===== src/rtl/core/vrg_pkg.sv =====
// Shared definitions for the velocity ramp generator.
// Widths, action codes, register indexes and the time ceiling.
// No dependencies.
package vrg_pkg;

    localparam int TIME_W = 48;
    localparam int VEL_W  = 32;
    localparam int CFG_W  = 32;
    localparam int IDX_W  = 3;

    localparam logic [TIME_W-1:0] TIME_MAX = {TIME_W{1'b1}};

    localparam logic [1:0] ACT_SAMPLE = 2'd0;
    localparam logic [1:0] ACT_TARGET = 2'd1;
    localparam logic [1:0] ACT_STOP   = 2'd2;

    localparam logic [IDX_W-1:0] REG_VEL_LIMIT   = 3'd0;
    localparam logic [IDX_W-1:0] REG_ACCEL       = 3'd1;
    localparam logic [IDX_W-1:0] REG_DECEL       = 3'd2;
    localparam logic [IDX_W-1:0] REG_QUICK_DECEL = 3'd3;
    localparam logic [IDX_W-1:0] REG_TICKS       = 3'd4;
    localparam logic [IDX_W-1:0] REG_POLARITY    = 3'd5;

endpackage


===== src/rtl/core/velocity_ramp_generator.sv =====
// Velocity ramp generator: top level, sequencer and shared datapath.
// Depends on vrg_pkg.
//
// The input is not ready while a word is in work. A sample
// (action 0) skips the interpolation loop when the demand lies on a ramp end; else the loop doubles
// and reduces, then adds and reduces, for each bit of a 34-bit magnitude through the shared
// compare-subtract unit. A new target or stop ramp (actions 1 and 2) adds an interpolation, the
// planning states PLAN and JOB, and one or two duration jobs (none on a null-rate fault), each a
// shift-add multiply by ticks_per_second, a restoring division by the rate and a saturating add.
// A finished result waits in an output register; the next word is taken while it waits, and the
// block stalls only when a second result is ready before the first is taken.
module velocity_ramp_generator (
    input  logic                        aclk,
    input  logic                        aresetn,
    input  logic                        s_valid,
    output logic                        s_ready,
    input  logic [1:0]                  s_action,
    input  logic [vrg_pkg::TIME_W-1:0]  s_sample_time,
    input  logic signed [vrg_pkg::VEL_W-1:0] s_new_velocity,
    input  logic                        s_min_limit_active,
    input  logic                        s_max_limit_active,
    input  logic                        s_quick_stop,
    output logic                        m_valid,
    input  logic                        m_ready,
    output logic signed [vrg_pkg::VEL_W-1:0] m_speed_demand,
    output logic                        m_accelerating,
    output logic                        m_null_rate_fault,
    input  logic                        cfg_we,
    input  logic [vrg_pkg::IDX_W-1:0]   cfg_index,
    input  logic [vrg_pkg::CFG_W-1:0]   cfg_wdata
);
    import vrg_pkg::*;

    localparam logic [3:0] ST_IDLE  = 4'd0;
    localparam logic [3:0] ST_SETUP = 4'd1;
    localparam logic [3:0] ST_DIFF  = 4'd2;
    localparam logic [3:0] ST_SCALE = 4'd3;
    localparam logic [3:0] ST_FIN   = 4'd4;
    localparam logic [3:0] ST_PLAN  = 4'd5;
    localparam logic [3:0] ST_JOB   = 4'd6;
    localparam logic [3:0] ST_MUL   = 4'd7;
    localparam logic [3:0] ST_DIV   = 4'd8;
    localparam logic [3:0] ST_TADD  = 4'd9;

    function automatic logic [31:0] abs32(input logic signed [31:0] v);
        abs32 = v[31] ? 32'(-v) : 32'(v);
    endfunction

    // configuration
    logic [30:0] vel_limit_reg;
    logic [31:0] accel_reg, decel_reg, quick_reg;
    logic [29:0] ticks_reg;
    logic        pol_inv_reg;

    // ramp state
    logic signed [31:0] start_vel_reg, goal_reg;
    logic [TIME_W-1:0]  start_time_reg, rev_reg, fin_reg;

    // current word
    logic [3:0]         state_reg;
    logic               final_reg;
    logic [1:0]         act_reg;
    logic [TIME_W-1:0]  t_reg;
    logic signed [31:0] req_reg;
    logic               lmin_reg, lmax_reg, qstop_reg, fault_reg;
    logic signed [31:0] vel_reg;

    // interpolation
    logic               direct_reg, acc_reg, neg_reg, phase_reg;
    logic signed [31:0] dval_reg, from_reg, to_reg;
    logic [TIME_W-1:0]  num_reg, den_reg, r_reg;
    logic [33:0]        sc_a_reg, q_reg;
    logic [5:0]         cnt_reg;

    // duration job
    logic [31:0]        rate_reg, rem_reg;
    logic [TIME_W-1:0]  base_reg;
    logic               dest_rev_reg, second_reg;
    logic [62:0]        mcand_reg, prod_reg;
    logic [29:0]        mplier_reg;

    // output
    logic               m_valid_reg;
    logic signed [31:0] m_dem_reg;
    logic               m_acc_reg, m_fault_reg;

    // shared compare-subtract unit
    logic [49:0] cs_in, cs_out;
    logic [47:0] cs_div;
    logic        cs_ge;

    always_comb begin
        unique case (state_reg)
            ST_DIV: begin
                cs_in  = {17'd0, rem_reg, prod_reg[62]};
                cs_div = {16'd0, rate_reg};
            end
            ST_SCALE: begin
                if (!phase_reg) begin
                    cs_in = {1'b0, r_reg, 1'b0};
                end else begin
                    cs_in = {2'b0, r_reg} + (sc_a_reg[33] ? {2'b0, num_reg} : 50'd0);
                end
                cs_div = den_reg;
            end
            default: begin
                cs_in  = 50'd0;
                cs_div = den_reg;
            end
        endcase
        cs_ge  = cs_in >= {2'b0, cs_div};
        cs_out = cs_ge ? cs_in - {2'b0, cs_div} : cs_in;
    end

    // sample setup: pick the phase of the ramp that holds t
    logic              t_gt_fin, t_lt_rev, rev_none;
    logic [TIME_W-1:0] el;
    always_comb begin
        t_gt_fin = t_reg > fin_reg;
        t_lt_rev = t_reg < rev_reg;
        rev_none = rev_reg == '0;
        el       = (t_reg > start_time_reg) ? t_reg - start_time_reg : '0;
    end

    // interpolation diff and finish
    logic signed [32:0] diff;
    logic [33:0]        fin_sum;
    logic signed [31:0] fin_val;
    always_comb begin
        diff    = {to_reg[31], to_reg} - {from_reg[31], from_reg};
        fin_sum = neg_reg ? {{2{from_reg[31]}}, from_reg} - q_reg
                          : {{2{from_reg[31]}}, from_reg} + q_reg;
        fin_val = direct_reg ? dval_reg : fin_sum[31:0];
    end

    // target clamp
    logic signed [31:0] lim_pos, lim_neg, goal_clamped;
    logic               rate_fault;
    always_comb begin
        lim_pos = {1'b0, vel_limit_reg};
        lim_neg = -lim_pos;
        if (!pol_inv_reg) begin
            if (lmin_reg) lim_neg = '0;
            if (lmax_reg) lim_pos = '0;
        end else begin
            if (lmin_reg) lim_pos = '0;
            if (lmax_reg) lim_neg = '0;
        end
        if (!req_reg[31]) begin
            goal_clamped = (req_reg < lim_pos) ? req_reg : lim_pos;
        end else begin
            goal_clamped = (req_reg > lim_neg) ? req_reg : lim_neg;
        end
        if (act_reg == ACT_STOP) begin
            rate_fault = decel_reg == '0;
        end else begin
            rate_fault = accel_reg == '0 || decel_reg == '0 || quick_reg == '0;
        end
    end

    logic signed [32:0] goal_minus_vel;
    logic [32:0]        gv_mag;
    logic               reverse;
    logic [63:0]        tsum;
    logic [TIME_W-1:0]  tsat;
    always_comb begin
        goal_minus_vel = {goal_reg[31], goal_reg} - {vel_reg[31], vel_reg};
        gv_mag  = goal_minus_vel[32] ? 33'(-goal_minus_vel) : 33'(goal_minus_vel);
        reverse = (!vel_reg[31] && goal_reg[31]) || (vel_reg[31] && goal_reg > 0);
        tsum    = {16'd0, base_reg} + {1'b0, prod_reg};
        tsat    = (tsum[63:TIME_W] != '0) ? TIME_MAX : tsum[TIME_W-1:0];
    end

    always_ff @(posedge aclk) begin
        if (!aresetn) begin
            vel_limit_reg <= '0;
            accel_reg     <= 32'd1000;
            decel_reg     <= 32'd1000;
            quick_reg     <= 32'd1000;
            ticks_reg     <= 30'd1000000;
            pol_inv_reg   <= 1'b0;
        end else if (cfg_we) begin
            unique case (cfg_index)
                REG_VEL_LIMIT:   vel_limit_reg <= cfg_wdata[30:0];
                REG_ACCEL:       accel_reg     <= cfg_wdata;
                REG_DECEL:       decel_reg     <= cfg_wdata;
                REG_QUICK_DECEL: quick_reg     <= cfg_wdata;
                REG_TICKS:       ticks_reg     <= cfg_wdata[29:0];
                REG_POLARITY:    pol_inv_reg   <= cfg_wdata[0];
                default: ;
            endcase
        end
    end

    always_ff @(posedge aclk) begin
        if (!aresetn) begin
            state_reg      <= ST_IDLE;
            m_valid_reg    <= 1'b0;
            start_vel_reg  <= '0;
            goal_reg       <= '0;
            start_time_reg <= '0;
            rev_reg        <= '0;
            fin_reg        <= '0;
        end else begin
            if (m_valid_reg && m_ready) m_valid_reg <= 1'b0;
            unique case (state_reg)
                ST_IDLE: begin
                    if (s_valid) begin
                        act_reg   <= s_action;
                        t_reg     <= s_sample_time;
                        req_reg   <= s_new_velocity;
                        lmin_reg  <= s_min_limit_active;
                        lmax_reg  <= s_max_limit_active;
                        qstop_reg <= s_quick_stop;
                        fault_reg <= 1'b0;
                        final_reg <= !(s_action == ACT_TARGET || s_action == ACT_STOP);
                        state_reg <= ST_SETUP;
                    end
                end
                ST_SETUP: begin
                    direct_reg <= 1'b0;
                    dval_reg   <= goal_reg;
                    from_reg   <= start_vel_reg;
                    to_reg     <= goal_reg;
                    num_reg    <= el;
                    den_reg    <= fin_reg - start_time_reg;
                    if (t_gt_fin) begin
                        acc_reg    <= 1'b0;
                        direct_reg <= 1'b1;
                    end else if (rev_none) begin
                        acc_reg    <= abs32(goal_reg) > abs32(start_vel_reg);
                        direct_reg <= fin_reg <= start_time_reg;
                    end else if (t_lt_rev) begin
                        acc_reg    <= 1'b0;
                        dval_reg   <= '0;
                        to_reg     <= '0;
                        den_reg    <= rev_reg - start_time_reg;
                        direct_reg <= rev_reg <= start_time_reg;
                    end else begin
                        acc_reg    <= 1'b1;
                        from_reg   <= '0;
                        num_reg    <= t_reg - rev_reg;
                        den_reg    <= fin_reg - rev_reg;
                        direct_reg <= fin_reg <= rev_reg;
                    end
                    state_reg <= ST_DIFF;
                end
                ST_DIFF: begin
                    neg_reg   <= diff[32];
                    sc_a_reg  <= {1'b0, (diff[32] ? 33'(-diff) : 33'(diff))};
                    r_reg     <= '0;
                    q_reg     <= '0;
                    phase_reg <= 1'b0;
                    cnt_reg   <= 6'd34;
                    state_reg <= direct_reg ? ST_FIN : ST_SCALE;
                end
                ST_SCALE: begin
                    // double, reduce; then add num for a set bit, reduce
                    r_reg     <= cs_out[TIME_W-1:0];
                    phase_reg <= !phase_reg;
                    if (!phase_reg) begin
                        q_reg <= {q_reg[32:0], cs_ge};
                    end else begin
                        q_reg    <= q_reg + {33'd0, cs_ge};
                        sc_a_reg <= {sc_a_reg[32:0], 1'b0};
                        cnt_reg  <= cnt_reg - 6'd1;
                        if (cnt_reg == 6'd1) state_reg <= ST_FIN;
                    end
                end
                ST_FIN: begin
                    if (!final_reg) begin
                        vel_reg   <= fin_val;
                        state_reg <= ST_PLAN;
                    end else if (!m_valid_reg || m_ready) begin
                        m_dem_reg   <= fin_val;
                        m_acc_reg   <= acc_reg;
                        m_fault_reg <= fault_reg;
                        m_valid_reg <= 1'b1;
                        state_reg   <= ST_IDLE;
                    end
                end
                ST_PLAN: begin
                    start_vel_reg  <= vel_reg;
                    start_time_reg <= t_reg;
                    rev_reg        <= '0;
                    goal_reg       <= (act_reg == ACT_STOP) ? 32'sd0 : goal_clamped;
                    fault_reg      <= rate_fault;
                    state_reg      <= ST_JOB;
                end
                ST_JOB: begin
                    base_reg     <= t_reg;
                    dest_rev_reg <= 1'b0;
                    second_reg   <= 1'b0;
                    mcand_reg    <= {30'd0, 1'b0, abs32(vel_reg)};
                    mplier_reg   <= ticks_reg;
                    prod_reg     <= '0;
                    cnt_reg      <= 6'd30;
                    state_reg    <= ST_MUL;
                    if (fault_reg) begin
                        fin_reg   <= t_reg;
                        final_reg <= 1'b1;
                        state_reg <= ST_SETUP;
                    end else if (act_reg == ACT_STOP) begin
                        rate_reg <= decel_reg;
                    end else if (qstop_reg) begin
                        rate_reg <= quick_reg;
                    end else if (reverse) begin
                        rate_reg     <= decel_reg;
                        dest_rev_reg <= 1'b1;
                        second_reg   <= 1'b1;
                    end else begin
                        mcand_reg <= {30'd0, gv_mag};
                        rate_reg  <= (abs32(goal_reg) >= abs32(vel_reg)) ? accel_reg : decel_reg;
                    end
                end
                ST_MUL: begin
                    if (mplier_reg[0]) prod_reg <= prod_reg + mcand_reg;
                    mcand_reg  <= {mcand_reg[61:0], 1'b0};
                    mplier_reg <= {1'b0, mplier_reg[29:1]};
                    cnt_reg    <= cnt_reg - 6'd1;
                    if (cnt_reg == 6'd1) begin
                        rem_reg   <= '0;
                        cnt_reg   <= 6'd63;
                        state_reg <= ST_DIV;
                    end
                end
                ST_DIV: begin
                    // quotient bits shift in as dividend bits shift out
                    rem_reg  <= cs_out[31:0];
                    prod_reg <= {prod_reg[61:0], cs_ge};
                    cnt_reg  <= cnt_reg - 6'd1;
                    if (cnt_reg == 6'd1) state_reg <= ST_TADD;
                end
                ST_TADD: begin
                    if (dest_rev_reg) begin
                        rev_reg <= tsat;
                    end else begin
                        fin_reg <= tsat;
                    end
                    if (second_reg) begin
                        base_reg     <= tsat;
                        mcand_reg    <= {31'd0, abs32(goal_reg)};
                        mplier_reg   <= ticks_reg;
                        prod_reg     <= '0;
                        rate_reg     <= accel_reg;
                        dest_rev_reg <= 1'b0;
                        second_reg   <= 1'b0;
                        cnt_reg      <= 6'd30;
                        state_reg    <= ST_MUL;
                    end else begin
                        final_reg <= 1'b1;
                        state_reg <= ST_SETUP;
                    end
                end
                default: state_reg <= ST_IDLE;
            endcase
        end
    end

    assign s_ready           = (state_reg == ST_IDLE);
    assign m_valid           = m_valid_reg;
    assign m_speed_demand    = m_dem_reg;
    assign m_accelerating    = m_acc_reg;
    assign m_null_rate_fault = m_fault_reg;

endmodule


===== config.mk =====
export PLATFORM = sky130hd
export DESIGN_NAME = velocity_ramp_generator
export DESIGN_NICKNAME = d
export VERILOG_FILES = /design/src/rtl/core/vrg_pkg.sv /design/src/rtl/core/velocity_ramp_generator.sv
export SDC_FILE = /design/constraint.sdc
export NUM_CORES = 2
export LEC_CHECK = 0
export BUFFER_PORTS_ARGS = -buffer_cell sky130_fd_sc_hd__clkbuf_2
export CAP_MARGIN = 20
export CORE_AREA = 10 10 438 440
export CTS_CLUSTER_SIZE = 14
export DETAILED_ROUTE_END_ITERATION = 12
export DIE_AREA = 0 0 448 450
export PLACE_DENSITY = 0.59
export SLEW_MARGIN = 20
export SYNTH_ARGS = -nofsm -noshare
export SYNTH_HDL_FRONTEND = slang
export SYNTH_SLANG_ARGS = --single-unit

===== constraint.sdc =====
create_clock -name aclk -period 7.8 [get_ports aclk]
set_clock_uncertainty 0.05 [all_clocks]
set_input_delay 0.39 -clock aclk [delete_from_list [all_inputs] [get_ports aclk]]
set_output_delay 0.39 -clock aclk [all_outputs]
set_load 0.005 [all_outputs]

# [After elaboration in Yosys (flattened, before gate mapping)]
# Cells that the tools add are included.
[classes] addsub=21 n_lt_le_gt_ge=12 eq_ne=31 n_mux=106 n_bitwise=1 n_reduce_logical=53
[ops] operator="32-bit 2-to-1 mux" n=26
[ops] operator="48-bit 2-to-1 mux" n=15
[ops] operator="48-bit one-hot mux with 2 select lines" n=4
[ops] operator="48-bit subtractor" n=6
[ops] operator="63-bit one-hot mux with 4 select lines" n=1
[ops] operator="33-bit 2-to-1 mux" n=6
[ops] operator="63-bit 2-to-1 mux" n=3
[ops] operator="63-bit one-hot mux with 3 select lines" n=1
[ops] operator="48-bit <= comparator" n=3
[ops] operator="34-bit one-hot mux with 2 select lines" n=2
[ops] operator="32-bit one-hot mux with 2 select lines" n=2
[ops] operator="49-bit one-hot mux with 2 select lines" n=1
[ops] operator="48-bit > comparator" n=2
[ops] operator="32-bit logical NOT" n=3
[ops] operator="32-bit negator" n=3
[ops] operator="30-bit one-hot mux with 3 select lines" n=1
[ops] operator="34-bit 2-to-1 mux" n=2
[ops] operator="33-bit negator" n=2
[ops] operator="32-bit by 32-bit subtractor with 33-bit output" n=2
[ops] operator="48-bit by 63-bit adder with 64-bit output" n=1
[ops] operator="32-bit > comparator" n=2
[ops] operator="63-bit adder" n=1
[ops] operator="31-bit 2-to-1 mux" n=2
[ops] operator="48-bit by 48-bit adder with 49-bit output" n=1
[ops] operator="other kinds (49)" n=132
[totals] regBits=1080 word_cells=269

# [Logic depth before layout (Yosys ltp)]
[depth] ltp_word=9 ltp_mapped=41 depth_no_buf=37

# [Least setup slack after synthesis]
# No wires, ideal clock.
[synth_timing] path_kind="register -> register" start="reg sc_a_reg[33]" end="reg q_reg[31] (data pin)" setup_ns=0.266 arrival_time_ns=7.914 setup_slack_ns=-0.430 path_stages_with_launch=39 path_buffers=5 cell_sequence="edfxtp_1 clkbuf_1 clkbuf_1 and2_1 ha_1 fa_1 a211oi_1 o211ai_1 a41oi_1 a21oi_1 a221oi_1 o32ai_1 a311o_1 a2111oi_0 nor2_1 xnor2_1 a211oi_1 ha_1 [... 3 more ...] a211oi_1 o31ai_1 nor2_1 clkinv_1 clkbuf_1 ha_1 nand2_1 nor2_1 nand4_1 nor2_1 and3_1 inv_1 or3_1 clkbuf_1 nor2_1 nand4_1 a32oi_1 nor2_1"
[synth_via] elab_chain_len=8
[synth_rtl] item="from (decl)" line="velocity_ramp_generator.sv:72" text="logic [33:0] sc_a_reg, q_reg;"
[synth_rtl] item="from (signal assigned)" line="velocity_ramp_generator.sv:250" text="sc_a_reg <= {1'b0, (diff[32] ? 33'(-diff) : 33'(diff))};"
[synth_rtl] item="from (signal assigned)" line="velocity_ramp_generator.sv:265" text="sc_a_reg <= {sc_a_reg[32:0], 1'b0};"
[synth_rtl] item="48-bit 2-to-1 mux" line="velocity_ramp_generator.sv:102" text="cs_in = {2'b0, r_reg} + (sc_a_reg[33] ? {2'b0, num_reg} : 50'd0);"
[synth_rtl] item="48-bit by 48-bit adder with 49-bit output" line="velocity_ramp_generator.sv:102"
[synth_rtl] item="49-bit 2-to-1 mux" line="velocity_ramp_generator.sv:99" text="if (!phase_reg) begin"
[synth_rtl] item="49-bit one-hot mux with 2 select lines" line="velocity_ramp_generator.sv:93" text="unique case (state_reg)"
[synth_rtl] item="49-bit by 48-bit greater-or-equal comparator with 1-bit output" line="velocity_ramp_generator.sv:111" text="cs_ge = cs_in >= {2'b0, cs_div};"
[synth_rtl] item="34-bit by 1-bit adder with 34-bit output" line="velocity_ramp_generator.sv:264" text="q_reg <= q_reg + {33'd0, cs_ge};"
[synth_rtl] item="34-bit 2-to-1 mux" line="velocity_ramp_generator.sv:261" text="if (!phase_reg) begin"
[synth_rtl] item="34-bit one-hot mux with 2 select lines" line="velocity_ramp_generator.sv:206" text="unique case (state_reg)"
[synth_rtl] item="to (signal assigned)" line="velocity_ramp_generator.sv:262" text="q_reg <= {q_reg[32:0], cs_ge};"
[synth_rtl] item="to (signal assigned)" line="velocity_ramp_generator.sv:264"
[synth_rtl] item="to (decl)" line="velocity_ramp_generator.sv:72"
# No other way between the ends.
# A chain may end at the register's enable or synchronous reset.

# [Worst setup path after layout]
# Same ends and word-level chain as after synthesis.

==> results.yml <==
synth:
  syn_area_sq_mm: 0.0819
  seq_area_frac_synth_pct: 35.0
  async_reset_ff_share_pct: 0
  syn_nets: 10500
  synth_edf_count: 707
  synthCells: 9640
  ys_ff_latch: 1078
  yosysWarnings: 0
  yosys.area.top_type: "edfxtp_1"
  synth.top_cell.area_share_pct: 25.9
  synthTopCellsByArea: "edfxtp_1 26%, ha_1 11%, dfxtp_1 9.1%"
  synth_ff_type: "edfxtp_1"
  yosysUniqueCellTypes: 91
  yosysMostFrequentCell: "nand2_1"
  syn-mean-instance-area_sq_um: 8.49
  synthTopCellsByCount: "1269 x nand2_1, 874 x a21oi_1, 725 x ha_1"
run_status:
  status: "finished, final reports clean"
drt:
  vias: 74900
  wl_microns: 299000
  drtPass1Iterations: 6
  ant_nets: 0
  drt-initial-drc-count: 8205
  wire_per_inst_microns: 24.3
  vias_per_cell: 6.10
  route.detailed.drc: 0
cells_and_area:
  fin_nets: 10700
  drive_gt1_share_pct: 7.50
  fin_cells: 12300
  fin_util_pct: 50.3
  syn_to_final_growth_pct: 12.2
place:
  placed_cells: 11900
  dp_hpwl_microns: 231000
  gp_congestion: 1.01
  io_buffers: 160
floorplan:
  core_area_sq_mm: 0.183
  fp.dieW_microns: 448
  boundaryPins: 161
  dieArea_sq_mm: 0.202
  die_y_microns: 450
  start_util_pct: 44.8
  std_cell_rows: 157
critical_path:
  reg2reg_to: "q_reg[31]$_SDFFCE_PN0P_"
  crit_type: "reg2reg"
  crit_slowest_cell: "edfxtp_1"
  end_kind: "flip-flop"
  reg2regPathDepth: 37
  reg2reg_from: "sc_a_reg[33]$_SDFFCE_PN0P_"
  crit_arrival_ns: 8.11
  crit_top_cell: "nand4_1"
  cp-start-kind: "flip-flop"
  reg2reg_setup_slack_ns: 0.19
  required_ns: 8.29
  crit_path_max_fanout: 7
  critical_path.max_stage_delay_ns: 0.42
worst_hold_path:
  holdPathStages: 4
  hold_start: "cfg_index[0]"
  min_to: "pol_inv_reg$_SDFFE_PN0P_"
  hold_path_class: "in2reg"
pwr:
  powerDensity_mw_per_mm2: 242
  leakage_nw: 37.2
  power_mw: 22.3
  ir_drop_mv: 0.195
clock_tree:
  cts_buffers: 132
  cts_tree: "done"
  clk_pin_slew_worst_paths_ns: 0.06
  clock-sinks: 1078
  root_buffer: "clkbuf_16"
  clock_latency_ns: 0.84
  cts.path.max_buffers: 3
  htree_levels: 4
sta:
  min_period_over_period_pct: 97.6
  hold-worst-slack_ns: 0.0971
  tightest_slew_ns: 1.09
  period_needed_ns: 7.61
  slew_viol_final: 0
  hold_violations: 0
  fmaxAchievable_ghz: 0.131
  finalSetupViolCount: 0
  maxSlewHeadroom_pct: 26.7
grt:
  grt_pass1_vias: 70300
  grt_pass1_wl_microns: 443000
  overflow: 0
  track_usage_pct: 28.4
  antenna_found_initial: 8
  grt_max_degree: 108
flow_run:
  cap_violations: 0
[timing repair]
action | in CTS | in global routing
pin swaps | 0 | 31
buffers inserted | 0 | 11
hold buffers | 121 | 0
hold endpoints to repair | 245 | 0
setup endpoints to repair | 21 | 18
resized for setup | 11 | 54
[where the power goes]
part | leakage (nW) | total (mW) | internal [mW] | switching [mW]
logic | 25.3 | 8.45 | 3.23 | 5.21
registers | 9.62 | 7.32 | 6.84 | 0.483
clock network | 2.21 | 6.50 | 3.71 | 2.79
[through the flow]
stage / setup TNS (ns) / area [sq um] / setup slack (ns)
floorplan: 0 / 81900 / 0.0201
global placement: -2.98 / 85600 / -0.317
detailed placement: -4.29 / 85600 / -0.399
CTS: 0 / 91500 / 0.0180
global route: -0.107 / 91800 / -0.0491
finish: 0 / 91900 / 0.188
[layout by cell type, fill, tap and decap left out, types with 67 or more instances in the layout]
master	instances
nand2_1	1264
a21oi_1	865
ha_1	722
edfxtp_1	707
nor2_1	691
o21ai_0	564
inv_1	466
xnor2_1	414
a21o_1	371
dfxtp_1	370
xor2_1	271
nand3_1	217
buf_4	194
and2_1	185
nand4_1	161
clkbuf_2	159
clkbuf_16	133
a31oi_1	128
nor3_1	124
dlygate4sd3_1	121
nor2b_1	114
nand2b_1	107
nor4_1	96
o21bai_1	92
o21a_1	90
mux2i_1	76
o211ai_1	74
a211oi_1	68
o31ai_1	68
and3_1	67
[cell families after synthesis]
logic type,synth area share [%]
fa+ha+maj,11.4
flops,35.0
simple gates,18.7
buf+inv,4.36
xor+xnor,7.34
mux,1.10
compound gates,22.1
[area by class of cell]
cell class / count / area (sq um)
Antenna cell: 5 / 12.5
Clock inverter: 85 / 1090
Sequential cell: 1078 / 28700
Fill cell: 17300 / 90800
Clock buffer: 159 / 3500
Timing Repair Buffer: 482 / 3570
Inverter: 470 / 1780
Multi-Input combinational cell: 7624 / 50300
Tap cell: 2385 / 2980
[worst max-delay path by stage]
stage / startpoint / end / slack [ns] / cells after the start
3_5_place_dp: sc_a_reg[33]$_SDFFCE_PN0P_ / q_reg[20]$_SDFFCE_PN0P_ / -0.40 / 38
2_1_floorplan: sc_a_reg[33]$_SDFFCE_PN0P_ / q_reg[31]$_SDFFCE_PN0P_ / 0.02 / 38
6_report: sc_a_reg[33]$_SDFFCE_PN0P_ / q_reg[31]$_SDFFCE_PN0P_ / 0.19 / 37
5_1_grt: sc_a_reg[33]$_SDFFCE_PN0P_ / q_reg[31]$_SDFFCE_PN0P_ / -0.05 / 37
4_1_cts: sc_a_reg[33]$_SDFFCE_PN0P_ / q_reg[20]$_SDFFCE_PN0P_ / 0.02 / 38
3_3_place_gp: sc_a_reg[33]$_SDFFCE_PN0P_ / q_reg[20]$_SDFFCE_PN0P_ / -0.32 / 38
[per-layer routing]
layer	wire (microns)	global-route usage, %	vias to the layer above
met5	0	0	-
met3	25300	4.98	419
met4	11900	10.1	0
met1	137000	41.5	35900
met2	125000	41.6	3083
li1	-	-	35500
[critical path: cells and delay by family, from the launching register on]
family | cells | cell delay, ns
simple gates | 17 | 2.97
compound gates | 12 | 2.52
fa+ha+maj | 3 | 0.71
xor+xnor | 1 | 0.17
buf+inv | 4 | 0.46
flops | 1 | 0.42
(Power assumes the default switching activity.)
